<file path="config.mk">
export PLATFORM = sky130hd
export DESIGN_NAME = bli_delay
export DESIGN_NICKNAME = d
export VERILOG_FILES = /design/src/bli_delay.sv
export SDC_FILE = /design/constraint.sdc
export NUM_CORES = 1
export LEC_CHECK = 0
export ABC_CLOCK_PERIOD_IN_PS = 800
export BUFFER_PORTS_ARGS = -buffer_cell sky130_fd_sc_hd__buf_2
export CAP_MARGIN = 30
export CORE_ASPECT_RATIO = 0.75
export CORE_MARGIN = 3
export CORE_UTILIZATION = 35
export DETAILED_ROUTE_END_ITERATION = 12
export GPL_TIMING_DRIVEN = 1
export PLACE_DENSITY = 0.55
export SLEW_MARGIN = 20
export SYNTH_ARGS = -nofsm -noshare
export SYNTH_HDL_FRONTEND = slang
export SYNTH_SLANG_ARGS = --single-unit
</file>
<file path="constraint.sdc">
create_clock -name clock -period 0.8 [get_ports clock]
set_input_delay 0.12 -clock clock [delete_from_list [all_inputs] [get_ports clock]]
set_output_delay 0.12 -clock clock [all_outputs]
set_load 0.03 [all_outputs]
</file>
<file path="src/bli_delay.sv">
`timescale 1ns / 1ps
module bli_delay #(
   parameter int W     = 8,
   parameter int DEPTH = 4
) (
   input  logic         clock,
   input  logic [W-1:0] d_i,
   output logic [W-1:0] q_o
);

   logic [W-1:0] line_ff [DEPTH];

   // shift line, one stage per cycle
   always_ff @(posedge clock) begin
      line_ff[0] <= d_i;
      for (int k = 1; k < DEPTH; k++) begin
         line_ff[k] <= line_ff[k-1];
      end
   end

   assign q_o = line_ff[DEPTH-1];

endmodule

</file>
# ---- After elaboration in Yosys (flattened, before gate mapping)
# Memories as Yosys holds them, arrays and structs flattened.
# Cells that the tools add are included.
dict set report totals {
  regBits 0
  inputBits 9
  rom_bits 0
  mem_bits_rw 32
  output_inout_bits 8
  latch_bits 0
  n_memories 1
}
dict set report op_classes {
  n_mul 0
  n_lt_le_gt_ge 0
  add_sub_neg 0
  n_div 0
  n_reduce_logical 0
  shifts 0
  muxes 0
  n_eq_ne 0
  n_bitwise 0
}
# memory depth word_bits read_ports rd_ports_with_merged_regs wr line_no
set memory_table {}
lappend memory_table {line_ff 4 8 4 0 4 11} ;# logic [W-1:0] line_ff [DEPTH];

# ---- Logic depth before layout (Yosys ltp)
dict set report logic_depth {
  word_depth 0
  depth_mapped 0
  mapped_depth_nobuf 0
}

# ---- Worst setup path after synthesis
# OpenSTA, ideal clock, no wires.
dict set report synth_path {
  path_kind {flip-flop to output port}
  from {mem line_ff[3][0]}
  to {out q_o[0]}
  n_path_buf 0
  slack_ps 221
  path_stages_with_launch 1
  arrival_ps 459
  path_cell_list {dfxtp_1}
}
# element line_no
set synth_rtl {}
lappend synth_rtl {{start, declared} 11}
lappend synth_rtl {{end, declared} 8} ;# output logic [W-1:0] q_o

==> results.md <==
- Initial core utilization: 40.3%
- Total GRT Usage: between 8 and 9%
- Largest reg by FF count: line_ff
- Post-synth top area share: 100%
- WL/cell: 8.27 um
- Die Footprint: 2380 um^2
- Placer's final routability congestion estimate: 0.562
- CTS root buf: clkbuf_4
- Worst-Margin Slew: roughly 90 ps
- First-pass GRT wire length: around 1.3 mm
- Fin. max-slew vios: 0
- Max FO, Critical Path: 1
- Async S/R FF share, synth: 0%
- Yosys top cell by area: dfxtp_1
- Post-route ant nets: 0
- Util after Layout: between 50 and 60%
- Fraction of layout cells with a size suffix above 1: 50.0%
- Tmin final: 878 ps
- H-tree depth: 2
- Largest registers: line_ff: 32 flops
- Final setup fails: 8
- Post-synth cell types: 1
- Antenna violations before repair: 0
- Multi-input gates: 0
- DR vias/cell: 3.62
- CTS buffer count: 5
- Max reg flops: 32
- Final clock skew: 7.72 ps
- CTS tree: yes
- Crit. End Element: output port
- Setup WS post-layout: -78.4 ps
- Synth area leaders: dfxtp_1 100%
- IO buf count: 16
- Setup crit start kind: register
- Run status: finished, violations left
- Violation count after the first detailed-routing iteration: 3
- CP Data Required Time: 680 ps
- DR pass1 iterations: 2
- Fin. Hold Viols: 0
- Failing checks: negative setup slack
- DRC Markers: 0
- Worst path cell trace: buf_6
- Nets: 72
- Number of max-cap violations: 0
- Worst IR Drop VDD: 1610 uV
- Vias after detailed routing: 308
- Num rows: 12
- Final worst-path cycle share: 110%
- Drt total wl: approximately 700 um
- Syn avg cell area: between 20 and 25 um^2
- Post-synthesis sequential area ratio: 100%
- Relative slew slack: 94.0%
- Crit path kind: register to output port
- Area of the multi-input gates: 0 um^2
- Congestion Overflow GR: 0
- Core box area: 1590 um^2
- Post-Syn Instances: 32
- Worst-path clk slew: 90 ps
- Post-synth EDFFs: 0
- DP Worst Slack: 205 ps
- Synth top cells by count: 32 x dfxtp_1
- I/O pin total: 17
- Synth Warn #: 0
- Die extent in y: 43.1 um
- Worst Hold Class: register to register
- Layout area overhead: 48.0%
- Num Clock Sinks: 32
- Highest clock rate: 1140 MHz
- # diodes: 0
- Crit path buf inv count: 1
- Synth Flop Type: dfxtp_1
- Syn Std Cell Area: 641 um^2
- Syn_nets: between 40 and 50
- Seq cells post-synth: 32
- Critical Path AT: 760 ps
- RSZ-0062 raised after global routing: true
- Most frequent cell after synthesis: dfxtp_1
- Longest Clk Path Bufs: 2
- CP max stage cell: dfxtp_2
- Vias in the first global route: 308
- Cell Pwr Density: 2870 nW/um^2
- Clk_lat worst skew: 300 ps
- Largest net degree at the start of global routing: 11
- Max stage delay on crit path: 330 ps
- Critical path's top delay family: flip-flops
- Die span in x: 55.4 um
- Number of buffers inserted by post-CTS setup repair: 0
- Pleak: 0.421 nW
==> stage by stage <==
step,hold slack [ps],setup TNS [ps],area [um^2],cells,power (mW)
4_1_cts,330,-748,948,85,2.77
3_3_place_gp,223,0,747,69,1.81
2_1_floorplan,148,0,641,32,1.77
6_report,329,-563,948,85,2.72
3_5_place_dp,224,0,747,69,1.82
5_1_grt,335,-952,948,85,2.87
==> metal layers <==
layer / up-vias / wire, um / GRT usage, %
met4: 0 / 7 / 8.74
met3: 2 / 100 / 7.29
li1: 161 / - / -
met1: 128 / 271 / 7.48
met2: 17 / 323 / 10.1
met5: - / 0 / 0
==> report_power, final <==
part | switching, mW | internal, mW | leakage (nW) | total, mW
Combinational | 0.0583 | 0.0776 | 0.113 | 0.136
Clock | 0.462 | 0.417 | 0.0380 | 0.879
Sequential | 0.0226 | 1.68 | 0.270 | 1.70
Total | 0.543 | 2.18 | 0.421 | 2.72
==> cell usage in the layout (no fill, tap or decap), drive strengths merged <==
cell type,Yosys,layout
buf,0,16
clkbuf,0,6
clkinv,0,2
dfxtp,32,32
dlygate4sd3,0,8
==> final timing paths <==
| check | startpoint | end | slack [ps] | cells after the start |
|---|---|---|---|---|
| max | line_ff[3][1] | q_o[1] | -80 | 1 |
| min | line_ff[2][5] | line_ff[3][5] | 330 | 0 |
| max reg2reg | line_ff[2][7] | line_ff[3][7] | 380 | 0 |
| min reg2reg | line_ff[2][5] | line_ff[3][5] | 330 | 0 |
==> layout make-up <==
cell class	instances	area, um^2
Clock inverter	2	10.0
Tap cell	21	26.3
Sequential cell	32	651
Fill cell	129	643
Clock buffer	6	51.3
Timing Repair Buffer	24	210
==> repair_timing <==
| action | CTS | global route |
|---|---|---|
| setup endpoints to repair | 8 | 8 |
| resized for setup | 24 | 0 |
| hold buffers | 8 | 0 |
| hold endpoints to repair | 8 | 0 |
==> cell families after synthesis <==
| kind of cell | Yosys count | share of synthesized area (%) |
|---|---|---|
| DFF | 32 | 100 |
Power figures use the tool's default switching activity.
