`config.mk`:
```
export PLATFORM = sky130hd
export DESIGN_NAME = bli_div_cell
export DESIGN_NICKNAME = d
export VERILOG_FILES = /design/src/bli_div_cell.sv
export SDC_FILE = /design/constraint.sdc
export NUM_CORES = 1
export LEC_CHECK = 0
export ABC_AREA = 0
export BUFFER_PORTS_ARGS = -buffer_cell sky130_fd_sc_hd__buf_2
export CAP_MARGIN = 20
export CORE_MARGIN = 1.5
export CORE_UTILIZATION = 45
export CTS_BUF_LIST = sky130_fd_sc_hd__clkbuf_8
export CTS_CLUSTER_DIAMETER = 50
export DETAILED_ROUTE_END_ITERATION = 10
export PLACE_DENSITY_LB_ADDON = 0.12
export SYNTH_ARGS = -nofsm -noshare
export SYNTH_HDL_FRONTEND = slang
export SYNTH_SLANG_ARGS = --single-unit
```
`constraint.sdc`:
```
create_clock -name clock -period 4.9 [get_ports clock]
set_clock_uncertainty 0.05 [all_clocks]
set_input_delay 0.735 -clock clock [delete_from_list [all_inputs] [get_ports clock]]
set_output_delay 0.735 -clock clock [all_outputs]
set_load 0.02 [all_outputs]
```
`src/bli_div_cell.sv`:
```
`timescale 1ns / 1ps
module bli_div_cell #(
   parameter int DW = 21,
   parameter int QW = 30
) (
   input  logic          clock,
   input  logic [DW-1:0] rem_i,
   input  logic [DW-1:0] den_i,
   input  logic [QW-1:0] quot_i,
   output logic [DW-1:0] rem_o,
   output logic [DW-1:0] den_o,
   output logic [QW-1:0] quot_o
);

   logic [DW:0]   rem_sh;
   logic [DW:0]   diff;
   logic          take;
   logic [DW-1:0] rem_ff, rem_in;
   logic [DW-1:0] den_ff;
   logic [QW-1:0] quot_ff, quot_in;

   // one restoring quotient bit
   always_comb begin
      rem_sh  = {rem_i, 1'b0};
      take    = rem_sh >= {1'b0, den_i};
      diff    = rem_sh - {1'b0, den_i};
      rem_in  = take ? diff[DW-1:0] : rem_sh[DW-1:0];
      quot_in = {quot_i[QW-2:0], take};
   end

   always_ff @(posedge clock) begin
      rem_ff  <= rem_in;
      den_ff  <= den_i;
      quot_ff <= quot_in;
   end

   assign rem_o  = rem_ff;
   assign den_o  = den_ff;
   assign quot_o = quot_ff;

endmodule

```
== After elaboration in Yosys (flattened, before gate mapping) ==
Index checks and enable logic that the tools add are counted.
Storage, ports and cells
  register bits: 72
  bits of input ports: 73
  output and inout bits: 72
  word-level logic and storage cells: 7
Operators by class
  add/sub/neg operators: 1
  magnitude comparators: 1
  muxes and demuxes: 1
Operators with widths (count)
  $ge A22 B21 Y1: 1
  $mux W21: 1
  $sub A21 B21 Y21: 1

== Logic depth before layout (Yosys ltp) ==
  depth after elaboration: 2
  mapped depth: 11
  gate-level depth less buffers: 9

== Worst setup path before layout ==
OpenSTA, ideal clock, no wires.
  path type: input-to-reg
  start: input port rem_i[0]
  end: register rem_ff[10], in the netlist rem_o[10]
  library setup time: 121 ps
  data arrival time: 2669 ps
  required time: 4729 ps
  slack: 2059 ps
  stages on the path: 10
  path buffers: 1
  cell sequence: inv_1 -> fa_1 -> nand2b_1 -> a211oi_4 -> nor2b_2 -> o31ai_2 -> a211oi_4 -> inv_4 -> buf_8 -> mux2_4
On the way
  cells in the longest elaborated chain, start to end: 2
  elaborated cells on any way between the ends: 3
  classes of those cells: 1 x add/sub; 1 x order compare; 1 x mux
RTL lines
  start, declared: line 7  | input logic [DW-1:0] rem_i,
  $sub A21 B21 Y21 or $ge A22 B21 Y1 (tied branches): line 26, 25
  $mux W21 *: line 27  | rem_in = take ? diff[DW-1:0] : rem_sh[DW-1:0];
  net rem_in[10]: line 18  | logic [DW-1:0] rem_ff, rem_in;
  end signal, assigned: line 32  | rem_ff <= rem_in;
  end, declared: line 18
Mark *: on every way through the listed nets, which the timed path passes. The rest lies on a longest branch.
A chain may end at the register's enable or synchronous reset.

== Worst setup path in the final report ==
  start: input port rem_i[0]
  end: register rem_ff[5], in the netlist rem_o[5]
Same word-level chain as after synthesis.

==> run metrics <==
Post-synth EDFFs 0; CP Launch Type input pin; DRT iter0 DRCs 71; cell taking the most area after synthesis dfxtp_1; Worst Max-Slew Pin Slew 505 ps; Seq cells post-synth 72; Clock Path Buffers 2; CTS tree built; Place WS roughly 1700 ps; P_leak 2.05 nW; die area 7570 µm²; drt first pass iters 4; Vias 2,657; final hold vios 0; Worst-path clk slew roughly 80 ps; Highest Clock Rate 0.347 GHz; Worst VDD drop 0.136 mV; CP Class input pin to flop; pwr dens 371 nW/µm²; number of distinct library cells after synthesis 56; status complete, no violations; Synth Area per Inst roughly 11 µm²; # IOs between 100 and 150; CP arrival 3060 ps; diode count 0; post-DP HPWL approximately 5700 µm; H-tree depth 3; worst-path fanout max 20; initial antenna violation count 0; share of cells above drive strength 1 43.0%; PortBufs 143; fin crit share 58.8%; CP startpoint rem_i[0]; total of cells resized after clock tree synthesis 0; CTS Hold Bufs 0; Yosys warning count 0; Avg Vias per Cell 4.86; wire per inst 13.3 µm; non-filler instance count after layout 547; GR Layer Usage met2 between 30% and 40%; HP Start quot_i[25]; met1 usage between 20% and 30%; Synth top area share 45.4%; CP top delay family compound AO/OA/AOI/OAI gates; top cells by area, synth dfxtp_1 (45%), ha_1 (8.3%), mux2_4 (8.0%); worst setup margin 2020 ps; max incr delay on CP between 400 and 500 ps; postcts setup bufs 0; floorplan row count 30; GRT Overall Usage 19.0%; asr flop ratio synth 0%; placed insts 531; synthesized instance count 302; vias in the first global route around 2,500; DRT antenna net count 0; die width 87.0 µm; worst path cell trace buf_2, inv_1, fa_1, nand2b_1, a211oi_4, nor2b_2, o31ai_2, a211oi_4, inv_4, mux2_4; CP Capture Type flop; WP buf/inv 3; RSZ-0062 raised after global routing no; hold slack 434 ps; Chip Height between 80 and 90 µm; Period minus WS final roughly 2900 ps; Syn-to-layout area delta 30.2%; total negative slack 0 ps; CP most frequent cell a211oi_4; Max-Cap Viols 0; CTS buffer count 9; Clk Tree Root Cell clkbuf_8; grt met3 use 6.45%; first-pass GRT wire length between 10,000 and 15,000 µm; Seq/Total Area, Yosys 45.4%; Slew Viols, Final 0; ys flop type dfxtp_1; GR peak layer met2; initial core utilization 46.8%; gpl congestion 0.842; Remaining DRCs 0; Synth Cell Area 3180 µm²; DRT Wirelength 7290 µm; Setup violations, final 0; CP max-delay cell fa_1; Layout Nets 541; Slew headroom 65.9%; Clock Sinks 72; count leader, synth dfxtp_1; grt ovf 0; largest net degree at the start of global routing 21; Final Power ~1.5 mW; syn_nets 397; CP Data Required Time 5080 ps; Post-synth top cells dfxtp_1 (72), inv_1 (29), ha_1 (21); Hold Crit Class input pin to flop; Core ar. about 6800 µm²
where the power goes:
group	switching, mW	total [mW]	internal [mW]
logic	0.231	0.405	0.174
registers	0.0121	0.656	0.644
clock network	0.235	0.475	0.240
total	0.478	1.54	1.06
kinds of logic (layout without fill, tap and decap cells):
group | after synthesis | after routing | synth area share (%)
flip-flops | 72 | 72 | 45.4
AO/OA/AOI/OAI | 69 | 69 | 16.2
AND/OR/NAND/NOR | 63 | 63 | 10.0
buffers and inverters | 40 | 189 | 6.03
adder cells (fa/ha/maj) | 22 | 22 | 8.90
multiplexers | 21 | 21 | 9.33
XOR/XNOR | 15 | 15 | 4.14
final timing paths:
kind / end / cells past startpoint
worst max-delay path: rem_o[5] / 10
worst min-delay path: quot_o[26] / 1
per-layer routing:
| metal | vias up | routed length (µm) |
|---|---|---|
| met1 | 1191 | 3120 |
| met4 | 0 | 123 |
| met5 | - | 0 |
| met2 | 105 | 3470 |
| met3 | 15 | 576 |
| li1 | 1346 | - |
through the flow:
stage	util [%]	cell area, µm²
after CTS	60.9	4140
after global placement	57.9	3940
after floorplan	-	3180
after global routing	60.9	4140
after detailed placement	57.9	3940
final	60.9	4140
cell type report:
| type | instances | area [µm²] |
|---|---|---|
| clock buffer | 9 | 124 |
| clock inverter | 7 | 77.6 |
| fill | 611 | 2660 |
| inverter | 30 | 115 |
| multi-input combinational | 190 | 1540 |
| sequential | 72 | 1440 |
| tap | 96 | 120 |
| timing repair buffer | 143 | 716 |
state kept, by name (all words and copies together), names as in the netlist:
| signal | cells |
|---|---|
| den_o | 21 |
| quot_o | 30 |
| rem_o | 21 |
cell usage in the layout, fill, tap and decap left out, types with 5 or more instances in the layout:
cell type	netlist	final
a21oi_1	18	18
buf_2	4	143
clkbuf_8	0	9
dfxtp_1	72	72
ha_1	21	21
inv_1	29	29
mux2_4	17	17
nand2_1	15	15
nand3_1	9	9
nor2_1	16	16
o21a_1	5	5
o21ai_0	7	7
xnor2_1	10	10
xor2_1	5	5
Note: power is estimated with default switching activity, not from simulation.
