===== src/bli_sqrt_cell.sv =====
`timescale 1ns / 1ps
module bli_sqrt_cell #(
   parameter int RW = 21
) (
   input  logic            clock,
   input  logic [2*RW-1:0] rad_i,
   input  logic [RW-1:0]   rem_i,
   input  logic [RW-1:0]   root_i,
   output logic [2*RW-1:0] rad_o,
   output logic [RW-1:0]   rem_o,
   output logic [RW-1:0]   root_o
);

   logic [RW+1:0]   rem_sh;
   logic [RW+1:0]   trial;
   logic            take;
   logic [RW+1:0]   diff;
   logic [2*RW-1:0] rad_ff, rad_in;
   logic [RW-1:0]   rem_ff, rem_in;
   logic [RW-1:0]   root_ff, root_in;

   // one root bit: bring down two radicand bits, try 4r+1
   always_comb begin
      rem_sh  = {rem_i, rad_i[2*RW-1 -: 2]};
      trial   = {root_i, 2'b01};
      take    = rem_sh >= trial;
      diff    = rem_sh - trial;
      rem_in  = take ? diff[RW-1:0] : rem_sh[RW-1:0];
      root_in = {root_i[RW-2:0], take};
      rad_in  = {rad_i[2*RW-3:0], 2'b00};
   end

   always_ff @(posedge clock) begin
      rad_ff  <= rad_in;
      rem_ff  <= rem_in;
      root_ff <= root_in;
   end

   assign rad_o  = rad_ff;
   assign rem_o  = rem_ff;
   assign root_o = root_ff;

endmodule


===== config.mk =====
export PLATFORM = sky130hd
export DESIGN_NAME = bli_sqrt_cell
export DESIGN_NICKNAME = d
export VERILOG_FILES = /design/src/bli_sqrt_cell.sv
export SDC_FILE = /design/constraint.sdc
export NUM_CORES = 1
export LEC_CHECK = 0
export ABC_AREA = 1
export BUFFER_PORTS_ARGS = -buffer_cell sky130_fd_sc_hd__buf_4
export CAP_MARGIN = 0
export CORE_UTILIZATION = 50
export CTS_CLUSTER_DIAMETER = 150
export DETAILED_ROUTE_END_ITERATION = 8
export PLACE_DENSITY_LB_ADDON = 0.15
export SYNTH_ARGS = -nofsm -noshare
export SYNTH_HDL_FRONTEND = slang
export SYNTH_SLANG_ARGS = --single-unit
export TNS_END_PERCENT = 30

===== constraint.sdc =====
create_clock -name clock -period 3.85 [get_ports clock]
set_clock_uncertainty 0.2 [all_clocks]
set_input_delay 0 -clock clock [delete_from_list [all_inputs] [get_ports clock]]
set_output_delay 0 -clock clock [all_outputs]
set_load 0.03 [all_outputs]

## Word level (Yosys, flattened, before mapping)

Index checks and enable logic that the tools add are counted.

- $add $sub $neg: 1
- $lt $le $gt $ge: 1
- Multiplexer cells: 1

Operators by type and width:

| operator | count |
|---|---|
| $ge 23x23->1 | 1 |
| $mux 21 | 1 |
| $sub 21x21->21 | 1 |

- Flip-flop bits (word level): 82
- Bits of input ports: 85
- Output and inout bits: 84
- Word-level logic and storage cells: 6

## Logic depth before layout (Yosys ltp)

Gate-level depths: netlist of the first run.

- Depth after elaboration: 2
- Gate-level depth with buffers: 14
- Mapped depth without buffers: 13

## Least setup slack after synthesis of the first run

Ideal clock, no wire load.

- Path type: input to register
- Start: input root_i[14]
- End: register rem_ff[19], in the netlist rem_o[19]
- Setup time: 0.113 ns
- Arrival: 1.242 ns
- Data required time: 3.537 ns
- Path slack: 2.294 ns
- Cell stages on the path: 9
- Path through: inv_1 -> ha_1 -> nand2_2 -> nor2_2 -> nand2_2 -> o31a_1 -> buf_6 -> nand3_1 -> nand2_1

- Cells in the longest elaborated chain, start to end: 2

RTL lines:

| what | RTL line | text |
|---|---|---|
| from (decl) | 8 | `input logic [RW-1:0] root_i,` |
| $sub 21x21->21 or $ge 23x23->1 (tied branches) | 27, 26 |  |
| $mux 21 (*) | 28 | `rem_in = take ? diff[RW-1:0] : rem_sh[RW-1:0];` |
| named net rem_in[19] | 19 | `logic [RW-1:0] rem_ff, rem_in;` |
| to (signal assigned) | 35 | `rem_ff <= rem_in;` |
| to (decl) | 19 |  |

Mark *: on every way through the listed nets, which the timed path passes. The rest lies on a longest branch.

## Final worst setup path of the first run

- Start: input rem_i[8]
- End: register rem_ff[3], in the netlist rem_o[3]

- Cells in the longest elaborated chain, start to end: 2

RTL lines:

| what | RTL line | text |
|---|---|---|
| from (decl) | 7 | `input logic [RW-1:0] rem_i,` |
| $ge 23x23->1 | 26 | `take = rem_sh >= trial;` |
| $mux 21 | 28 |  |
| named net rem_in[3] | 19 |  |

The timed path passes the listed nets, and every way through them passes these cells.

==> flow_summary.json, run 1 <==
{
  "critPathMaxStageDelay_ps": 630,
  "yosys-top-cells-area": "dfxtp_1 46%, nand2_1 14%, inv_1 8.5%",
  "yosysTopAreaCell": "dfxtp_1",
  "ys.flop_type": "dfxtp_1",
  "synth-async-reset-ratio": 0,
  "clock_path_buffers": 2,
  "synth-simple-area-share": 0.284,
  "dr_total_vias": 4143,
  "nFillCells": 373,
  "setup_tns_ps": 0,
  "synth_top_family_by_area": "simple AND/OR/NAND/NOR gates",
  "rsz0062_at_grt": "no",
  "layout.nets": 821,
  "synth_seq_cells": 82,
  "arrival_ps": 3190,
  "port_buffers": 166,
  "cp.required_ps": 3910,
  "start_kind": "primary input",
  "yosys_warnings": 0,
  "gp_congestion": 0.925,
  "worst_pin_slew_ps": 834,
  "drtAntennaViolNets": 0,
  "syn_area_per_cell_um2": 7.74,
  "crit_chain": "dlygate4sd3_1, buf_4, ha_1, a21oi_1, nand2_1, nand2_1, nand2_1, nand2_1, nand4_2, nand2_1, o21ai_1, dlygate4sd3_1",
  "die_area_um2": 7460,
  "timing.final.crit_share": 0.814,
  "die_y_um": 86.4,
  "peakVddDrop_v": 0.000256,
  "clkPwrFrac": 0.264,
  "clock_sinks": 82,
  "synthAdderAreaFrac": 0.0809,
  "cts_max_level": 3,
  "io_pins": 169,
  "synth_area_um2": 3560,
  "synth_top_area_share": 0.461,
  "crit_fanout": 30,
  "synthXorXnorAreaFrac": 0.0222,
  "total_power_uw": 2310,
  "netSwitchingFraction": 0.359,
  "path_class": "in -> reg",
  "wl_um": 14000,
  "first_iter_violations": 475,
  "cts_tree": "yes",
  "cts.clk_slew.worst_paths_ps": 90,
  "cts_buffers": 9,
  "worst_path_most_repeated_cell": "nand2_1",
  "synthTopCellsByCount": "136 x nand2_1, 82 x dfxtp_1, 81 x inv_1, 36 x nand3_1, 23 x ha_1",
  "synth_cells": 460,
  "core_um2": 6830,
  "synth-seq-area-share": 0.461,
  "die_w_um": 86.4,
  "post_drt_via_cell_ratio": 5.08,
  "row_count": 30,
  "leakage_uw": 0.00313,
  "status": "completed",
  "slew_headroom": 0.443,
  "synth_mux_area_frac": 0,
  "antenna_found_initial": 0,
  "drive_gt1_frac": 0.286,
  "grt_overflow": 0,
  "areaGrowthSynthToFinish_pct": 65.1,
  "firstDrtPassIters": 5,
  "grt_max_degree": 31,
  "grt_pass1_vias": 4191,
  "endpoint_kind": "flip-flop",
  "synth_compound_area_frac": 0.0461,
  "start_util": 0.521,
  "setup_viol": 0,
  "post_cts_buffers": 0,
  "synth_edf_count": 0,
  "powerDensity_nw_per_um2": 394,
  "fmax_mhz": 319,
  "dpl.hpwl_um": 7640,
  "synth_most_common_cell": "nand2_1",
  "pwr-share-comb": 0.325,
  "grt_usage": 0.377,
  "yosys.cell_types.count": 26,
  "hold_path_class": "in -> reg",
  "internal_power_uw": 1480,
  "slowest_stage": "nand4_2",
  "root_buffer": "clkbuf_8",
  "drv_slew": 0,
  "p_switching_uw": 831,
  "cap_violations": 0,
  "hold_viol_final": 0,
  "sequentialPowerShare": 0.412,
  "drc": 0,
  "wl_per_cell_um": 17.2,
  "fin_crit_ps": 3140,
  "grt_pass1_wl_um": 21300
}
-- cell families after synthesis --
group           count (synthesis)
fa+ha+maj                      23
simple gates                  226
xor+xnor                        9
compound gates                 30
buf+inv                        89
other cells                     1
flops                          82
-- cell type report --
cell class | count | area (µm²) | area share
timing repair buffer | 248 | 2070 | 0.352
tap | 96 | 120 | 0.0204
multi-input combinational | 290 | 1550 | 0.264
inverter | 82 | 308 | 0.0524
sequential | 82 | 1640 | 0.279
clock buffer | 10 | 138 | 0.0234
antenna | 1 | 2.50 | 0.000426
clock inverter | 6 | 48.8 | 0.00831
-- final timing paths --
kind | from | endpoint | slack [ps] | cells past startpoint
worst min-delay path | rad_i[5] | rad_o[7] | 70 | 2
worst max-delay path | rem_i[8] | rem_o[3] | 710 | 12
-- worst max-delay path, delay by kind of cell --
family / cells / cell delay [ps]
AOI/OAI and AO/OA: 2 / 360
adders and majority gates: 1 / 380
buffers and inverters: 3 / 1280
and+or+nand+nor: 6 / 1180
-- power by group through the flow --
stage | clock [µW] | sequential [µW] | combinational, µW
after floorplan | 0 | 1120 | 245
after global placement | 0 | 961 | 627
after detailed placement | 0 | 964 | 635
after CTS | 598 | 944 | 708
after global routing | 648 | 957 | 793
final | 611 | 953 | 751
-- cell usage in the layout (no fill, tap or decap), drive strengths merged, types with 5 or more instances in the layout --
cell         synthesis  routed
dlygate4sd3          0      82
nand3               39      39
inv                 82      84
buf                  7     166
nand3b               5       5
o21ai               10      10
nand2              148     148
clkbuf               0      10
a21oi               15      15
ha                  23      23
xor2                 7       7
dfxtp               82      82
nor2                26      26
-- through the flow --
step	std cells	hold WS [ps]	instance area (µm²)	utilization	setup WS (ps)
after detailed placement	716	-94.4	4860	0.712	1470
after CTS	814	70.1	5870	0.860	824
after floorplan	461	-172	3560	-	2290
final	815	73.4	5870	0.860	714
after global routing	814	78.4	5870	0.860	548
after global placement	716	-95.4	4860	0.712	1520
-- per-layer routing --
layer  part of all wire  global-route usage
met3              0.094              0.0971
met2               0.48               0.659
met1               0.37               0.424
met4              0.051               0.194
met5                  0                   0
-- state kept, by name, summed over array words and instances (netlist names) --
register	flops
rad_o	40
rem_o	21
root_o	21
-- timing repair --
action,4_1_cts,5_1_grt
gates resized for setup,0,0
hold endpoints to repair,81,0
hold buffers,82,0
Power figures use the tool's default switching activity.
==> inputs of run 2 (changes only) <==
--- a/config.mk
+++ b/config.mk
@@ -8,7 +8,7 @@
 export ABC_AREA = 1
 export BUFFER_PORTS_ARGS = -buffer_cell sky130_fd_sc_hd__buf_4
 export CAP_MARGIN = 0
-export CORE_UTILIZATION = 50
+export CORE_UTILIZATION = 46
 export CTS_CLUSTER_DIAMETER = 150
 export DETAILED_ROUTE_END_ITERATION = 8
 export PLACE_DENSITY_LB_ADDON = 0.15
==> constraint.sdc (replaced) <==
create_clock -name clock -period 2.9 [get_ports clock]
set_clock_uncertainty 0.2 [all_clocks]
set_input_delay 0 -clock clock [delete_from_list [all_inputs] [get_ports clock]]
set_output_delay 0 -clock clock [all_outputs]
set_load 0.03 [all_outputs]
==> run 2 against run 1 <==
Power increased by 30%; sequential cell count unchanged; final cell count increased by 0.49%; non-clock buffer count increased by 2; core utilization decreased by 6.2 points; critical path depth increased by 1; count of clock-buffer cells in the layout unchanged.
==> flow_summary.json, run 2 (synthesis gave the netlist of run 1 again) <==
{
  "peakVddDrop_v": 0.000272,
  "setup_tns_ps": 0,
  "slowest_stage": "dlygate4sd3_1",
  "wl_um": 12600,
  "die_area_um2": 8090,
  "die_y_um": 90.0,
  "mostFrequentLayoutCell": "buf_4",
  "post_drt_via_cell_ratio": 4.76,
  "sequentialPowerShare": 0.417,
  "cts.clk_slew.worst_paths_ps": 90,
  "status": "completed",
  "clock_sinks": 82,
  "io_pins": 169,
  "p_switching_uw": 1070,
  "netSwitchingFraction": 0.354,
  "first_iter_violations": 279,
  "final_cell_mix": "168 x buf_4, 136 x nand2_1, 82 x dlygate4sd3_1, 82 x dfxtp_1, 81 x inv_1",
  "grt_max_degree": 17,
  "min_to": "root_o[18]",
  "path_class": "in -> reg",
  "drtAntennaViolNets": 0,
  "slew_headroom": 0.555,
  "wl_per_cell_um": 15.4,
  "clock_path_buffers": 2,
  "crit_chain": "dlygate4sd3_1, buf_4, ha_1, nand2_1, inv_1, a21oi_1, nand2_2, nand2_1, nand4_2, buf_4, nand2_1, o21ai_1, dlygate4sd3_1",
  "post_cts_buffers": 0,
  "powerDensity_nw_per_um2": 513,
  "clkPwrFrac": 0.260,
  "worstSetupStartpoint": "rem_i[3]",
  "row_count": 31,
  "layout.nets": 823,
  "rsz0062_at_grt": "no",
  "fin_util": 0.798,
  "dpl.hpwl_um": 7480,
  "drc": 0,
  "gp_congestion": 0.865,
  "drive_gt1_frac": 0.286,
  "grt_usage": 0.317,
  "cts_buffers": 9,
  "post_cts_resize_count": 0,
  "largest_register_ff_count": 40,
  "timing.final.crit_share": 0.897,
  "layout.cells.non_filler": 819,
  "root_buffer": "clkbuf_8",
  "firstDrtPassIters": 5,
  "grt_overflow": 0,
  "grt_pass1_wl_um": 20200,
  "fin_crit_ps": 2600,
  "drv_slew": 0,
  "fmax_mhz": 384,
  "antenna_found_initial": 0,
  "dr_total_vias": 3902,
  "whs_path_depth": 2,
  "cts_max_level": 3,
  "critPathMaxStageDelay_ps": 560,
  "start_kind": "primary input",
  "crit_fanout": 16,
  "cp.required_ps": 2960,
  "cap_violations": 0,
  "cts_tree": "yes",
  "dp.cells": 721,
  "setup_viol": 0,
  "worstHoldStart": "root_i[17]",
  "hold_path_class": "in -> reg",
  "start_util": 0.483,
  "arrival_ps": 2660,
  "die_w_um": 90.0,
  "leakage_uw": 0.00314,
  "port_buffers": 166,
  "pwr-share-comb": 0.323,
  "diodes": 0,
  "hold_viol_final": 0,
  "worst_pin_slew_ps": 668,
  "grt_pass1_vias": 3947,
  "worst_path_most_repeated_cell": "nand2_1",
  "areaGrowthSynthToFinish_pct": 65.3,
  "core_um2": 7370,
  "endpoint_kind": "flip-flop",
  "internal_power_uw": 1950
}
-- run 2: what timing repair did --
item,4_1_cts,5_1_grt
hold endpoints to repair,81,0
hold buffers,82,0
endpoints found under the setup margin,0,0
-- run 2: how the worst max path moves through the flow --
| stage | cells past startpoint | endpoint | slack, ps |
|---|---|---|---|
| after detailed placement | 10 | rem_o[18] | 870 |
| final | 13 | rem_o[3] | 300 |
| after global routing | 13 | rem_o[3] | 140 |
| after floorplan | 9 | rem_o[19] | 1340 |
| after CTS | 13 | rem_o[3] | 350 |
| after global placement | 10 | rem_o[20] | 910 |
-- run 2: power groups by stage --
| stage | Sequential, µW | Clock, µW | Combinational, µW |
|---|---|---|---|
| 2_1_floorplan | 1480 | 0 | 326 |
| 3_3_place_gp | 1280 | 0 | 839 |
| 3_5_place_dp | 1280 | 0 | 849 |
| 4_1_cts | 1250 | 789 | 945 |
| 5_1_grt | 1260 | 833 | 1040 |
| 6_report | 1260 | 786 | 973 |
-- run 2: cell type report --
class / instances / area (µm²)
Multi-Input combinational cell: 290 / 1550
Timing Repair Buffer: 250 / 2080
Clock buffer: 10 / 128
Tap cell: 99 / 124
Clock inverter: 6 / 48.8
Inverter: 82 / 308
Fill cell: 485 / 1490
Sequential cell: 82 / 1640
-- run 2: critical path: cells and delay by family --
family | cells | cell delay, ps
compound gates | 2 | 220
fa+ha+maj | 1 | 360
buf+inv | 5 | 1530
simple gates | 5 | 550
-- run 2: metal layers --
layer	up-vias	GRT usage	share of wire
met1	1795	0.369	0.41
met2	156	0.583	0.51
met3	27	0.0635	0.056
met4	0	0.0941	0.018
li1	1924	-	-
met5	-	0	0
-- run 2: metrics by stage --
step	cell area [µm²]	hold WS [ps]	power, µW	setup WS, ps
floorplan	3560	-172	1810	1340
global placement	4880	-95.5	2110	911
detailed placement	4880	-94.4	2130	869
CTS	5880	71.0	2990	350
global route	5880	87.7	3140	144
finish	5880	83.9	3020	299
